$ cat config.mk
export PLATFORM = sky130hd
export DESIGN_NAME = mqtt_packet_framer
export DESIGN_NICKNAME = d
export VERILOG_FILES = /design/src/hw/rtl/mpf_pkg.sv /design/src/hw/rtl/mpf_in_stage.sv /design/src/hw/rtl/mpf_framer.sv /design/src/hw/rtl/mpf_out_stage.sv /design/src/hw/rtl/mqtt_packet_framer.sv
export SDC_FILE = /design/constraint.sdc
export NUM_CORES = 1
export LEC_CHECK = 0
export BUFFER_PORTS_ARGS = -buffer_cell sky130_fd_sc_hd__clkbuf_2
export CAP_MARGIN = 10
export CORE_MARGIN = 3
export CORE_UTILIZATION = 54
export DETAILED_ROUTE_END_ITERATION = 16
export GPL_ROUTABILITY_DRIVEN = 1
export PLACE_DENSITY_LB_ADDON = 0.1
export SYNTH_ARGS = -nofsm -noshare
export SYNTH_HDL_FRONTEND = slang
export SYNTH_SLANG_ARGS = --single-unit
$ cat constraint.sdc
create_clock -name clk_i -period 5.1 [get_ports clk_i]
set_input_delay 0.51 -clock clk_i [delete_from_list [all_inputs] [get_ports clk_i]]
set_output_delay 0.51 -clock clk_i [all_outputs]
set_load 0.1 [all_outputs]
$ cat src/hw/rtl/mpf_pkg.sv
package mpf_pkg;

  // Widths of the stream fields
  localparam int unsigned ByteW = 8;
  localparam int unsigned TypeW = 4;
  localparam int unsigned LenGroupW = 7;
  localparam int unsigned LenMaxGroups = 4;
  localparam int unsigned AccW = LenGroupW * LenMaxGroups;
  localparam int unsigned LenCntW = 3;

  // Default bound on remaining-length bytes
  localparam int unsigned MaxLengthBytesDef = 4;

  // Control packet types with special framing
  localparam logic [TypeW-1:0] TypeReserved = 4'd0;
  localparam logic [TypeW-1:0] TypePingReq = 4'd12;
  localparam logic [TypeW-1:0] TypePingResp = 4'd13;
  localparam logic [TypeW-1:0] TypeDisconnect = 4'd14;

  typedef enum logic [1:0] {
    PhHeader = 2'd0,
    PhLength = 2'd1,
    PhBody = 2'd2,
    PhShort = 2'd3
  } phase_e;

  typedef enum logic [1:0] {
    RoleHeader = 2'd0,
    RoleLength = 2'd1,
    RoleBody = 2'd2
  } role_e;

  typedef enum logic [1:0] {
    ErrNone = 2'd0,
    ErrReservedType = 2'd1,
    ErrZeroLength = 2'd2,
    ErrLengthTooLong = 2'd3
  } err_e;

  // One tagged output word
  typedef struct packed {
    err_e              err;
    role_e             role;
    logic [TypeW-1:0]  ptype;
    logic              last;
    logic [ByteW-1:0]  data;
  } result_t;

endpackage

$ cat src/hw/rtl/mpf_in_stage.sv
module mpf_in_stage (
  input  logic                     clk_i,
  input  logic                     rst_ni,
  input  logic                     valid_i,
  input  logic [mpf_pkg::ByteW-1:0] data_i,
  output logic                     ready_o,
  output logic                     valid_o,
  output logic [mpf_pkg::ByteW-1:0] data_o,
  input  logic                     ready_i
);

  logic                      valid_q;
  logic [mpf_pkg::ByteW-1:0] data_q;

  // Take a new word when empty or when the held word moves on
  assign ready_o = !valid_q || ready_i;

  always_ff @(posedge clk_i or negedge rst_ni) begin
    if (!rst_ni) begin
      valid_q <= 1'b0;
    end else if (ready_o) begin
      valid_q <= valid_i;
    end
  end

  always_ff @(posedge clk_i) begin
    if (ready_o && valid_i) begin
      data_q <= data_i;
    end
  end

  assign valid_o = valid_q;
  assign data_o = data_q;

endmodule

$ cat src/hw/rtl/mpf_framer.sv
module mpf_framer #(
  parameter int unsigned MaxLengthBytes = mpf_pkg::MaxLengthBytesDef
) (
  input  logic                      clk_i,
  input  logic                      rst_ni,
  input  logic                      advance_i,
  input  logic [mpf_pkg::ByteW-1:0] data_i,
  output mpf_pkg::result_t          result_o
);

  localparam logic [mpf_pkg::LenCntW-1:0] MaxCnt = mpf_pkg::LenCntW'(MaxLengthBytes);

  mpf_pkg::phase_e                   phase_q, phase_d;
  logic [mpf_pkg::TypeW-1:0]         type_q, type_d;
  logic [mpf_pkg::AccW-1:0]          acc_q, acc_d;
  logic [mpf_pkg::LenCntW-1:0]       cnt_q, cnt_d;
  logic [mpf_pkg::AccW-1:0]          rem_q, rem_d;

  logic [mpf_pkg::TypeW-1:0]         hdr_type;
  logic [mpf_pkg::AccW-1:0]          group_shifted;
  logic [mpf_pkg::AccW-1:0]          acc_new;
  logic [mpf_pkg::AccW-1:0]          rem_dec;

  assign hdr_type = data_i[mpf_pkg::ByteW-1 -: mpf_pkg::TypeW];
  assign rem_dec = rem_q - mpf_pkg::AccW'(1);

  // Place the seven value bits at their group position
  always_comb begin
    group_shifted = mpf_pkg::AccW'(data_i[mpf_pkg::LenGroupW-1:0]);
    case (cnt_q[1:0])
      2'd0: group_shifted = group_shifted;
      2'd1: group_shifted = group_shifted << mpf_pkg::LenGroupW;
      2'd2: group_shifted = group_shifted << (2 * mpf_pkg::LenGroupW);
      default: group_shifted = group_shifted << (3 * mpf_pkg::LenGroupW);
    endcase
  end

  assign acc_new = acc_q | group_shifted;

  // Next state and word tags
  always_comb begin
    phase_d = phase_q;
    type_d = type_q;
    acc_d = acc_q;
    cnt_d = cnt_q;
    rem_d = rem_q;
    result_o.data = data_i;
    result_o.ptype = type_q;
    result_o.role = mpf_pkg::RoleHeader;
    result_o.last = 1'b0;
    result_o.err = mpf_pkg::ErrNone;

    unique case (phase_q)
      mpf_pkg::PhHeader: begin
        type_d = hdr_type;
        result_o.ptype = hdr_type;
        unique case (hdr_type) inside
          mpf_pkg::TypeReserved: begin
            result_o.err = mpf_pkg::ErrReservedType;
            result_o.last = 1'b1;
          end
          mpf_pkg::TypePingReq, mpf_pkg::TypePingResp, mpf_pkg::TypeDisconnect: begin
            phase_d = mpf_pkg::PhShort;
          end
          default: begin
            acc_d = '0;
            cnt_d = '0;
            phase_d = mpf_pkg::PhLength;
          end
        endcase
      end
      mpf_pkg::PhShort: begin
        result_o.role = mpf_pkg::RoleLength;
        result_o.last = 1'b1;
        phase_d = mpf_pkg::PhHeader;
      end
      mpf_pkg::PhLength: begin
        result_o.role = mpf_pkg::RoleLength;
        if (cnt_q >= MaxCnt) begin
          // All allowed length bytes carried the continuation bit
          result_o.err = mpf_pkg::ErrLengthTooLong;
          result_o.last = 1'b1;
          phase_d = mpf_pkg::PhHeader;
        end else begin
          acc_d = acc_new;
          cnt_d = cnt_q + mpf_pkg::LenCntW'(1);
          if (!data_i[mpf_pkg::ByteW-1]) begin
            if (acc_new == '0) begin
              result_o.err = mpf_pkg::ErrZeroLength;
              result_o.last = 1'b1;
              phase_d = mpf_pkg::PhHeader;
            end else begin
              rem_d = acc_new;
              phase_d = mpf_pkg::PhBody;
            end
          end
        end
      end
      default: begin
        result_o.role = mpf_pkg::RoleBody;
        rem_d = rem_dec;
        if (rem_dec == '0) begin
          result_o.last = 1'b1;
          phase_d = mpf_pkg::PhHeader;
        end
      end
    endcase
  end

  always_ff @(posedge clk_i or negedge rst_ni) begin
    if (!rst_ni) begin
      phase_q <= mpf_pkg::PhHeader;
      type_q <= '0;
      acc_q <= '0;
      cnt_q <= '0;
      rem_q <= '0;
    end else if (advance_i) begin
      phase_q <= phase_d;
      type_q <= type_d;
      acc_q <= acc_d;
      cnt_q <= cnt_d;
      rem_q <= rem_d;
    end
  end

endmodule

$ cat src/hw/rtl/mpf_out_stage.sv
module mpf_out_stage (
  input  logic             clk_i,
  input  logic             rst_ni,
  input  logic             valid_i,
  input  mpf_pkg::result_t result_i,
  output logic             ready_o,
  output logic             valid_o,
  output mpf_pkg::result_t result_o,
  input  logic             ready_i
);

  logic             valid_q;
  mpf_pkg::result_t result_q;

  // Load when empty or when the held word is taken
  assign ready_o = !valid_q || ready_i;

  always_ff @(posedge clk_i or negedge rst_ni) begin
    if (!rst_ni) begin
      valid_q <= 1'b0;
    end else if (ready_o) begin
      valid_q <= valid_i;
    end
  end

  always_ff @(posedge clk_i) begin
    if (ready_o && valid_i) begin
      result_q <= result_i;
    end
  end

  assign valid_o = valid_q;
  assign result_o = result_q;

endmodule

$ cat src/hw/rtl/mqtt_packet_framer.sv
// Pipeline: input register, framing logic, result register, in that order.
// Throughput: one word per cycle while m_axis_tready does not stall.
// Backpressure from m_axis_tready reaches s_axis_tready in the same cycle.
// Reset (rst_ni low, asynchronous): both stages empty, framer expects a header byte.
module mqtt_packet_framer #(
  parameter int unsigned MAX_LENGTH_BYTES = mpf_pkg::MaxLengthBytesDef
) (
  input  logic       clk_i,
  input  logic       rst_ni,
  input  logic       s_axis_tvalid,
  output logic       s_axis_tready,
  input  logic [7:0] s_axis_tdata,   // [7:0] data_byte
  output logic       m_axis_tvalid,
  input  logic       m_axis_tready,
  output logic [7:0] m_axis_tdata,   // [7:0] out_byte
  output logic [7:0] m_axis_tuser,   // [3:0] packet_type, [5:4] byte_role, [7:6] frame_error
  output logic       m_axis_tlast    // last_of_packet
);

  logic                      in_valid;
  logic [mpf_pkg::ByteW-1:0] in_data;
  logic                      out_ready;
  logic                      advance;
  mpf_pkg::result_t          tag_result;
  mpf_pkg::result_t          out_result;

  mpf_in_stage u_in_stage (
    .clk_i   (clk_i),
    .rst_ni  (rst_ni),
    .valid_i (s_axis_tvalid),
    .data_i  (s_axis_tdata),
    .ready_o (s_axis_tready),
    .valid_o (in_valid),
    .data_o  (in_data),
    .ready_i (out_ready)
  );

  // Advance the framing state when a word moves into the result register
  assign advance = in_valid && out_ready;

  mpf_framer #(
    .MaxLengthBytes (MAX_LENGTH_BYTES)
  ) u_framer (
    .clk_i     (clk_i),
    .rst_ni    (rst_ni),
    .advance_i (advance),
    .data_i    (in_data),
    .result_o  (tag_result)
  );

  mpf_out_stage u_out_stage (
    .clk_i    (clk_i),
    .rst_ni   (rst_ni),
    .valid_i  (in_valid),
    .result_i (tag_result),
    .ready_o  (out_ready),
    .valid_o  (m_axis_tvalid),
    .result_o (out_result),
    .ready_i  (m_axis_tready)
  );

  assign m_axis_tdata = out_result.data;
  assign m_axis_tuser = {out_result.err, out_result.role, out_result.ptype};
  assign m_axis_tlast = out_result.last;

  // Any error ends the frame on that word
  a_err_ends_frame: assert property (@(posedge clk_i) disable iff (!rst_ni)
    m_axis_tvalid && (out_result.err != mpf_pkg::ErrNone) |-> m_axis_tlast)
    else $error("frame error without end of frame");

  // Reserved-type error only on a header word of type zero
  a_reserved_on_header: assert property (@(posedge clk_i) disable iff (!rst_ni)
    m_axis_tvalid && (out_result.err == mpf_pkg::ErrReservedType) |->
      (out_result.role == mpf_pkg::RoleHeader) &&
      (out_result.ptype == mpf_pkg::TypeReserved))
    else $error("reserved-type error on a non-header word");

  // Length errors only on remaining-length words
  a_len_err_role: assert property (@(posedge clk_i) disable iff (!rst_ni)
    m_axis_tvalid && ((out_result.err == mpf_pkg::ErrZeroLength) ||
      (out_result.err == mpf_pkg::ErrLengthTooLong)) |->
      (out_result.role == mpf_pkg::RoleLength))
    else $error("length error outside the length field");

  // Body words carry no error
  a_body_no_err: assert property (@(posedge clk_i) disable iff (!rst_ni)
    m_axis_tvalid && (out_result.role == mpf_pkg::RoleBody) |->
      (out_result.err == mpf_pkg::ErrNone))
    else $error("error flagged on a body word");

endmodule
==> results.md, run 1 <==
| Parameter | This run | Unit |
|---|---|---|
| Run status | finished, final reports clean | - |
| Post-CTS clock slew at the launch and capture registers of the worst setup and hold paths | 0.10 | ns |
| Clock network fraction of total power | 0.285 | - |
| Cell breakdown of the critical path | ha_1 -> nor2b_1 -> a2111oi_0 -> and4_1 -> a211oi_1 -> o21a_1 -> a21boi_0 -> o221ai_1 | - |
| Number of standard-cell rows in the floorplan | 35 | - |
| Min Tclk post-route | 3.652 | ns |
| FF+latch count, synth | 92 | - |
| Ys Warns | 0 | - |
| Cell at the slowest stage of the critical path | sky130_fd_sc_hd__nor2b_1 | - |
| Leakage dissipation | 2.221 | nW |
| Area growth from synthesis to final layout | 6.342 | % |
| Number of distinct library cells after synthesis | 75 | - |
| Remaining number of nets flagged by the antenna check after routing | 0 | - |
| Sequential share of the synthesized area | 0.4591 | - |
| Peak fanout along the critical path | 20 | - |
| RSZ-0062 raised after global routing | false | - |
| Kind of path behind the tightest hold check | input pin to flop | - |
| Total power divided by cell area | 294.2 | mW/mm^2 |
| Least-Margin Pin Slew | 0.8774 | ns |
| Skew-Pair Late Insertion Delay | 0.37 | ns |
| Main area contributors after synthesis | sky130_fd_sc_hd__dfrtp_1 32%, sky130_fd_sc_hd__edfxtp_1 14%, sky130_fd_sc_hd__a21oi_1 4.4% | - |
| Pin count of the biggest net entering global routing | 68 | - |
| Die area | 0.01102 | mm^2 |
| Max frequency | 273.8 | MHz |
| Post-Synthesis Cell Area | 0.005288 | mm^2 |
| Detailed-route vias per instance | 6.455 | - |
| Synth top area share | 0.3171 | - |
| Placed cell count | 667 | - |
| DP Worst Slack | 1.509 | ns |
| Most used DFF post-synth | sky130_fd_sc_hd__dfrtp_1 | - |
| Maximum number of buffers from clock root to sink | 2 | - |
| Routability-driven placement congestion ratio | 0.9561 | - |
| Drt drc | 0 | - |
| Top post-synthesis cells by count | 67 x sky130_fd_sc_hd__dfrtp_1, 53 x sky130_fd_sc_hd__nand2_1, 47 x sky130_fd_sc_hd__nor2_1, 46 x sky130_fd_sc_hd__a21oi_1, 29 x sky130_fd_sc_hd__clkbuf_1 | - |
| Sink count of the clock tree | 92 | - |
| Number of fill cells | 845 | - |
| WL per Instance | 20.07 | um |
| Final max-slew violation count | 0 | - |
| # Post-CTS Setup Buffers | 0 | - |
| Number of detailed-routing iterations run before antenna repair | 5 | - |
| Global route total overflow | 0 | - |
| Vert. Die Dim | 105.0 | um |
| PostCTS Resize Cnt | 0 | - |
| Design internal power | 1.080 | mW |
| Via Count | 4,409 | - |
| Slew headroom | 0.4151 | - |
| Initial antenna violation count | 0 | - |
| Max IR drop VDD | 0.0001441 | V |
| Post-route clock period utilization | 0.7160 | - |
| Switching Fraction | 0.3470 | - |
| Post-detailed-placement half-perimeter wirelength | 9425 | um |
| Post-synthesis instance total | 545 | - |
| Number of buffers added by the clock tree synthesis step | 9 | - |
| Total nets after synthesis | 568 | - |
| Vias in the first global route | 4,174 | - |
| Initial Util | 0.5642 | - |
| Hold Worst Slack | 0.3121 | ns |
| Cell with the most instances after synthesis | sky130_fd_sc_hd__dfrtp_1 | - |
| Worst EP arrival | 3.93 | ns |
| Root buf cell | sky130_fd_sc_hd__clkbuf_8 | - |
| Category of cells accounting for the largest share of critical-path delay | compound AO/OA/AOI/OAI gates | - |
| Proportion of power drawn by flip-flops and latches | 0.527 | - |
| Clock Skews | 0.01069 | ns |
| Net switching power of the design | 0.5740 | mW |
| All-layer global routing usage | 0.2622 | - |
| Wire length of the first global-routing pass | 22,950 | um |
| Hold Violations, Final | 0 | - |
| Start-to-end type of the worst setup path | flop to flop | - |
| Bufs and invs on worst path | 0 | - |
| Crit start category | flop | - |
| Crit path capture type | flop | - |
| Cell type with the highest aggregate area in the netlist | sky130_fd_sc_hd__dfrtp_1 | - |
| Part of the power in combinational logic | 0.189 | - |
| Number of top-level pins | 31 | - |
| Floorplan die width | 105.0 | um |
| Fraction of layout instances using a drive strength above 1 | 0.1516 | - |
| Area of the core region | 0.009371 | mm^2 |
| CTS hold repair buffers | 0 | - |
| Async set-or-reset flop fraction in the synthesized netlist | 0.7283 | - |
| Setup violators final | 0 | - |
| Total routed wirelength | 13,710 | um |
| Post-route non-filler standard cell count | 683 | - |
| Worst Path Required | 5.38 | ns |
| Total number of nets in the final design | 572 | - |
| Max-Cap Viols | 0 | - |
| Maximum cell stage delay along the critical path | 0.72 | ns |
| Setup TNS Final | 0 | ns |
| First-iteration detailed-routing DRC count | 257 | - |
| # port buffers | 30 | - |
| Number of enable-type register cells in the synthesized netlist | 25 | - |
| Avg Cell Area, Syn | 9.702 | um^2 |
| Smallest setup slack after layout | 1.448 | ns |
| Total inserted antenna cells | 0 | - |
| Clock tree from TritonCTS | done | - |
| Number of levels in the clock H-tree | 3 | - |
[cell type report]
class | instances | area [um^2] | area share
repair buffers | 36 | 195.2 | 0.03471
multi-input cells | 398 | 2613 | 0.4646
inverters | 12 | 45.04 | 0.008011
clock buffers | 10 | 127.6 | 0.02270
flip-flops and latches | 92 | 2427 | 0.4317
clock inverters | 6 | 53.80 | 0.009568
well taps | 129 | 161.4 | 0.02870
[cell usage in the layout, fill, tap and decap left out, types with 6 or more instances in the layout]
cell type	instances
sky130_fd_sc_hd__a211oi_1	6
sky130_fd_sc_hd__a21o_1	6
sky130_fd_sc_hd__a21oi_1	46
sky130_fd_sc_hd__a31oi_1	14
sky130_fd_sc_hd__and3_1	7
sky130_fd_sc_hd__buf_4	6
sky130_fd_sc_hd__clkbuf_2	29
sky130_fd_sc_hd__clkbuf_8	9
sky130_fd_sc_hd__dfrtp_1	67
sky130_fd_sc_hd__edfxtp_1	25
sky130_fd_sc_hd__ha_1	11
sky130_fd_sc_hd__inv_1	10
sky130_fd_sc_hd__mux2_2	9
sky130_fd_sc_hd__nand2_1	53
sky130_fd_sc_hd__nand2b_1	7
sky130_fd_sc_hd__nand3_1	11
sky130_fd_sc_hd__nor2_1	47
sky130_fd_sc_hd__nor3_1	11
sky130_fd_sc_hd__nor4_1	12
sky130_fd_sc_hd__o21ai_0	16
sky130_fd_sc_hd__o221ai_1	19
sky130_fd_sc_hd__o31a_1	6
sky130_fd_sc_hd__o31ai_1	14
sky130_fd_sc_hd__or4_1	6
[sequential cells by signal, indices dropped and copies added (netlist names)]
register              count
u_framer.rem_q           28
u_in_stage.valid_o        1
u_framer.phase_q          2
u_framer.acc_q           28
u_framer.type_q           4
u_out_stage.result_o     17
u_in_stage.data_o         8
u_framer.cnt_q            3
u_out_stage.valid_o       1
[cells by family (layout without fill, tap and decap cells)]
logic type | after synthesis | count (layout) | share of synthesized area
multiplexers | 11 | 11 | 0.02390
AND/OR/NAND/NOR | 209 | 209 | 0.2212
adder cells (fa/ha/maj) | 11 | 11 | 0.02603
XOR/XNOR | 4 | 4 | 0.006627
AO/OA/AOI/OAI | 163 | 163 | 0.2163
flip-flops | 92 | 92 | 0.4591
buffers and inverters | 55 | 64 | 0.04685
[power groups by stage]
stage / Sequential [mW] / Combinational (mW) / Clock, mW
after floorplan: 0.903 / 0.230 / 0
after global placement: 0.884 / 0.309 / 0
after detailed placement: 0.885 / 0.311 / 0
after CTS: 0.870 / 0.312 / 0.482
after global routing: 0.882 / 0.343 / 0.522
final: 0.872 / 0.312 / 0.471
[worst register-to-register path, cell delays in order (launching register included)]
cell,delay (ns)
sky130_fd_sc_hd__dfrtp_1,0.43
sky130_fd_sc_hd__ha_1,0.43
sky130_fd_sc_hd__nor2b_1,0.72
sky130_fd_sc_hd__a2111oi_0,0.22
sky130_fd_sc_hd__and4_1,0.26
sky130_fd_sc_hd__a211oi_1,0.40
sky130_fd_sc_hd__o21a_1,0.69
sky130_fd_sc_hd__a21boi_0,0.21
sky130_fd_sc_hd__o221ai_1,0.20
[final timing paths]
check	startpoint	end	cells after the start	slack (ns)
max in group asynchronous	rst_ni	u_framer.acc_q[19]	2	4.20
min	s_axis_tdata[7]	u_in_stage.data_o[7]	1	0.31
max reg2reg	u_framer.cnt_q[0]	u_framer.rem_q[9]	8	1.45
min in group asynchronous	rst_ni	u_in_stage.valid_o	2	0.35
max	u_framer.cnt_q[0]	u_framer.rem_q[9]	8	1.45
min reg2reg	u_framer.acc_q[1]	u_framer.acc_q[1]	2	0.50
[per-layer routing]
metal	GRT usage	wire, um	share of wire
met2	0.3969	6327	0.46
met5	0	0	0
met1	0.3914	6241	0.46
met3	0.03768	852	0.062
met4	0.07966	285	0.021
[per-stage QoR]
stage / util / instance area [um^2] / power [mW]
2_1_floorplan: - / 5288 / 1.133
3_5_place_dp: 0.5806 / 5441 / 1.197
4_1_cts: 0.6000 / 5623 / 1.665
5_1_grt: 0.6000 / 5623 / 1.747
3_3_place_gp: 0.5806 / 5441 / 1.194
6_report: 0.6000 / 5623 / 1.654
Note: power is estimated with default switching activity, not from simulation.
==> run 2: changes to the inputs <==
- clock period: 5.1 -> 3.4 ns (I/O delays scaled with it)
==> run 2 against run 1 <==
- flip-flop and latch count is the same
- core utilization grew 1.2 points
- critical path type unchanged
- clock power rose by 77%
- hold slack got worse by 0.31 ns
- sequential share of layout area decreased by 0.84 points
- routed wire length grew 4.5%
- via count grew 2.0%
- count of clock-buffer cells in the layout decreased by 1
- highest routed layer unchanged
==> results.md, run 2 (synthesized netlist as in run 1, its figures left out) <==
| Parameter | This run | Unit | Delta |
|---|---|---|---|
| R2r startpoint | u_framer.rem_q[1] | - | was u_framer.cnt_q[0] |
| Instance area after placement | 0.005514 | mm^2 | was 0.005441 mm^2 |
| Placed cell count | 675 | - | was 667 |
| Post-detailed-placement half-perimeter wirelength | 10,230 | um | was 9425 um |
| Least-Margin Pin Slew | 0.7759 | ns | was 0.8774 ns |
| Max IR drop VDD | 0.0002282 | V | was 0.0001441 V |
| Overall power | 2.627 | mW | was 1.654 mW |
| Total routed wirelength | 14,330 | um | was 13,710 um |
| Skew-Pair Late Insertion Delay | 0.37 | ns | about the same |
| Clock tree from TritonCTS | done | - | unchanged |
| Kind of path behind the tightest hold check | input pin to async pin | - | was input pin to flop |
| Sink count of the clock tree | 92 | - | unchanged |
| Min Tclk post-route | 3.214 | ns | was 3.652 ns |
| Start-to-end type of the worst setup path | flop to flop | - | unchanged |
| Number of top-level pins | 31 | - | unchanged |
| Via Count | 4,498 | - | was 4,409 |
| First-iteration detailed-routing DRC count | 354 | - | was 257 |
| Post-route non-filler standard cell count | 690 | - | was 683 |
| Part of the power in combinational logic | 0.184 | - | was 0.189 |
| Global routing's busiest layer | met2 | - | unchanged |
| Total number of nets in the final design | 580 | - | was 572 |
| Worst Path Required | 3.66 | ns | was 5.38 ns |
| DP Worst Slack | 0.1998 | ns | was 1.509 ns |
| Global route total overflow | 0 | - | unchanged |
| Number of standard-cell rows in the floorplan | 35 | - | unchanged |
| Run status | finished, final reports clean | - | unchanged |
| Smallest setup slack after layout | 0.1858 | ns | was 1.448 ns |
| Hold Violations, Final | 0 | - | unchanged |
| Met3 Use GR | 0.03582 | - | was 0.03768 |
| Die area | 0.01102 | mm^2 | unchanged |
| Final max-slew violation count | 0 | - | unchanged |
| PostCTS Resize Cnt | 0 | - | unchanged |
| Max frequency | 311.1 | MHz | was 273.8 MHz |
| # Post-CTS Setup Buffers | 0 | - | unchanged |
| Detailed-route vias per instance | 6.519 | - | was 6.455 |
| RSZ-0062 raised after global routing | false | - | unchanged |
| Clock network fraction of total power | 0.317 | - | was 0.285 |
| Vias in the first global route | 4,367 | - | was 4,174 |
| Crit start category | flop | - | unchanged |
| Switching Fraction | 0.3279 | - | was 0.3470 |
| Design internal power | 1.766 | mW | was 1.080 mW |
| Number of levels in the clock H-tree | 3 | - | unchanged |
| Met2 Usage GRT | 0.4313 | - | was 0.3969 |
| Initial antenna violation count | 0 | - | unchanged |
| Slew headroom | 0.4827 | - | was 0.4151 |
| Cell breakdown of the critical path | inv_1 -> ha_1 -> or3b_1 -> nor3_2 -> a211oi_1 -> a2111oi_4 -> nor4_2 -> a21oi_2 -> mux2_4 | - | was ha_1 -> nor2b_1 -> a2111oi_0 -> and4_1 -> a211oi_1 -> o21a_1 -> a21boi_0 -> o221ai_1 |
| Wire length of the first global-routing pass | 23,790 | um | was 22,950 um |
| Area growth from synthesis to final layout | 8.448 | % | was 6.342% |
| # port buffers | 30 | - | unchanged |
| Number of detailed-routing iterations run before antenna repair | 5 | - | unchanged |
| Crit path capture type | flop | - | unchanged |
| Net switching power of the design | 0.8614 | mW | was 0.5740 mW |
| Leakage dissipation | 2.285 | nW | was 2.221 nW |
| Area of the core region | 0.009371 | mm^2 | unchanged |
| Pin count of the biggest net entering global routing | 36 | - | was 68 |
| All-layer global routing usage | 0.2733 | - | was 0.2622 |
| Clock Skews | 0.01431 | ns | was 0.01069 ns |
| Number of buffers added by the clock tree synthesis step | 9 | - | unchanged |
| Worst EP arrival | 3.47 | ns | was 3.93 ns |
| Proportion of power drawn by flip-flops and latches | 0.499 | - | was 0.527 |
| Post-route clock period utilization | 0.9454 | - | was 0.7160 |
| Root buf cell | sky130_fd_sc_hd__clkbuf_8 | - | unchanged |
| Cell at the slowest stage of the critical path | sky130_fd_sc_hd__or3b_1 | - | was sky130_fd_sc_hd__nor2b_1 |
| Drt drc | 0 | - | unchanged |
| Hold Worst Slack | 0.001787 | ns | was 0.3121 ns |
| Routability-driven placement congestion ratio | 0.9245 | - | was 0.9561 |
| Total power divided by cell area | 458.1 | mW/mm^2 | was 294.2 mW/mm^2 |
| Remaining number of nets flagged by the antenna check after routing | 0 | - | unchanged |
| Post-CTS clock slew at the launch and capture registers of the worst setup and hold paths | 0.10 | ns | about the same |
| Highest-count cells in the layout ignoring fill and taps | 67 x sky130_fd_sc_hd__dfrtp_1, 53 x sky130_fd_sc_hd__nand2_1, 47 x sky130_fd_sc_hd__nor2_1, 46 x sky130_fd_sc_hd__a21oi_1, 29 x sky130_fd_sc_hd__clkbuf_2 | - | unchanged |
| Setup violators final | 0 | - | unchanged |
| Max-Cap Viols | 0 | - | unchanged |
| Initial Util | 0.5642 | - | unchanged |
| Floorplan die width | 105.0 | um | unchanged |
| CTS hold repair buffers | 0 | - | unchanged |
| WL per Instance | 20.77 | um | was 20.07 um |
| Final core utilization | 0.6119 | - | was 0.6000 |
| Fraction of layout instances using a drive strength above 1 | 0.1640 | - | was 0.1516 |
| Maximum number of buffers from clock root to sink | 2 | - | unchanged |
| Leading cell type in the layout, fill and taps excluded | sky130_fd_sc_hd__dfrtp_1 | - | unchanged |
| Total inserted antenna cells | 0 | - | unchanged |
| Maximum cell stage delay along the critical path | 0.56 | ns | was 0.72 ns |
| Post-route cell area | 0.005734 | mm^2 | was 0.005623 mm^2 |
| Setup TNS Final | 0 | ns | unchanged |
| Vert. Die Dim | 105.0 | um | unchanged |
| Peak fanout along the critical path | 9 | - | was 20 |
| Met1 Usage GRT | 0.3794 | - | was 0.3914 |
| Worst reg2reg path endpoint | u_framer.phase_q[0] | - | was u_framer.rem_q[9] |
| Slack of the worst reg-to-reg path | 0.19 | ns | was 1.45 ns |
| Depth of the worst register-to-register path | 9 | - | was 8 |
run 2: cell count changes in the layout (fill, tap and decap cells not counted), sizes merged:
cell | previous run | this run
bufinv | 0 | 2
inv | 14 | 13
clkbuf | 39 | 38
clkinv | 3 | 2
buf | 7 | 15
run 2: worst max-delay path, delay by kind of cell, from the launching register on:
kind	cells	cell delay, ns
buf+inv	1	0.14
simple gates	3	1.04
fa+ha+maj	1	0.33
flops	1	0.49
compound gates	3	0.79
mux	1	0.31
run 2: cell type report:
class	instances	area (um^2)
well taps	129	161.4
clock buffers	9	123.9
multi-input cells	398	2613
repair buffers	44	267.8
inverters	12	45.04
clock inverters	6	96.34
fillers	812	3637
flip-flops and latches	92	2427
run 2: metal layers:
layer / vias to the layer above / wire, um
met5: - / 0
met2: 166 / 6766
met1: 2223 / 6262
met3: 32 / 768
met4: 0 / 533
li1: 2077 / -
run 2: worst max-delay path by stage:
stage / startpoint / cells past startpoint / to / slack (ns)
2_1_floorplan: u_out_stage.valid_o / 2 / u_in_stage.data_o[0] / 0.60
5_1_grt: u_framer.rem_q[0] / 9 / u_framer.phase_q[0] / 0.003
4_1_cts: u_framer.rem_q[1] / 9 / u_framer.phase_q[0] / 0.20
3_3_place_gp: u_framer.rem_q[1] / 9 / u_framer.phase_q[0] / 0.25
6_report: u_framer.rem_q[1] / 9 / u_framer.phase_q[0] / 0.19
3_5_place_dp: u_framer.rem_q[0] / 9 / u_framer.phase_q[0] / 0.20
run 2: power groups by stage:
stage | sequential (mW) | combinational, mW | clock (mW)
final | 1.31 | 0.484 | 0.833
after detailed placement | 1.33 | 0.481 | 0
after global placement | 1.33 | 0.474 | 0
after CTS | 1.31 | 0.483 | 0.849
after floorplan | 1.35 | 0.345 | 0
after global routing | 1.32 | 0.525 | 0.887
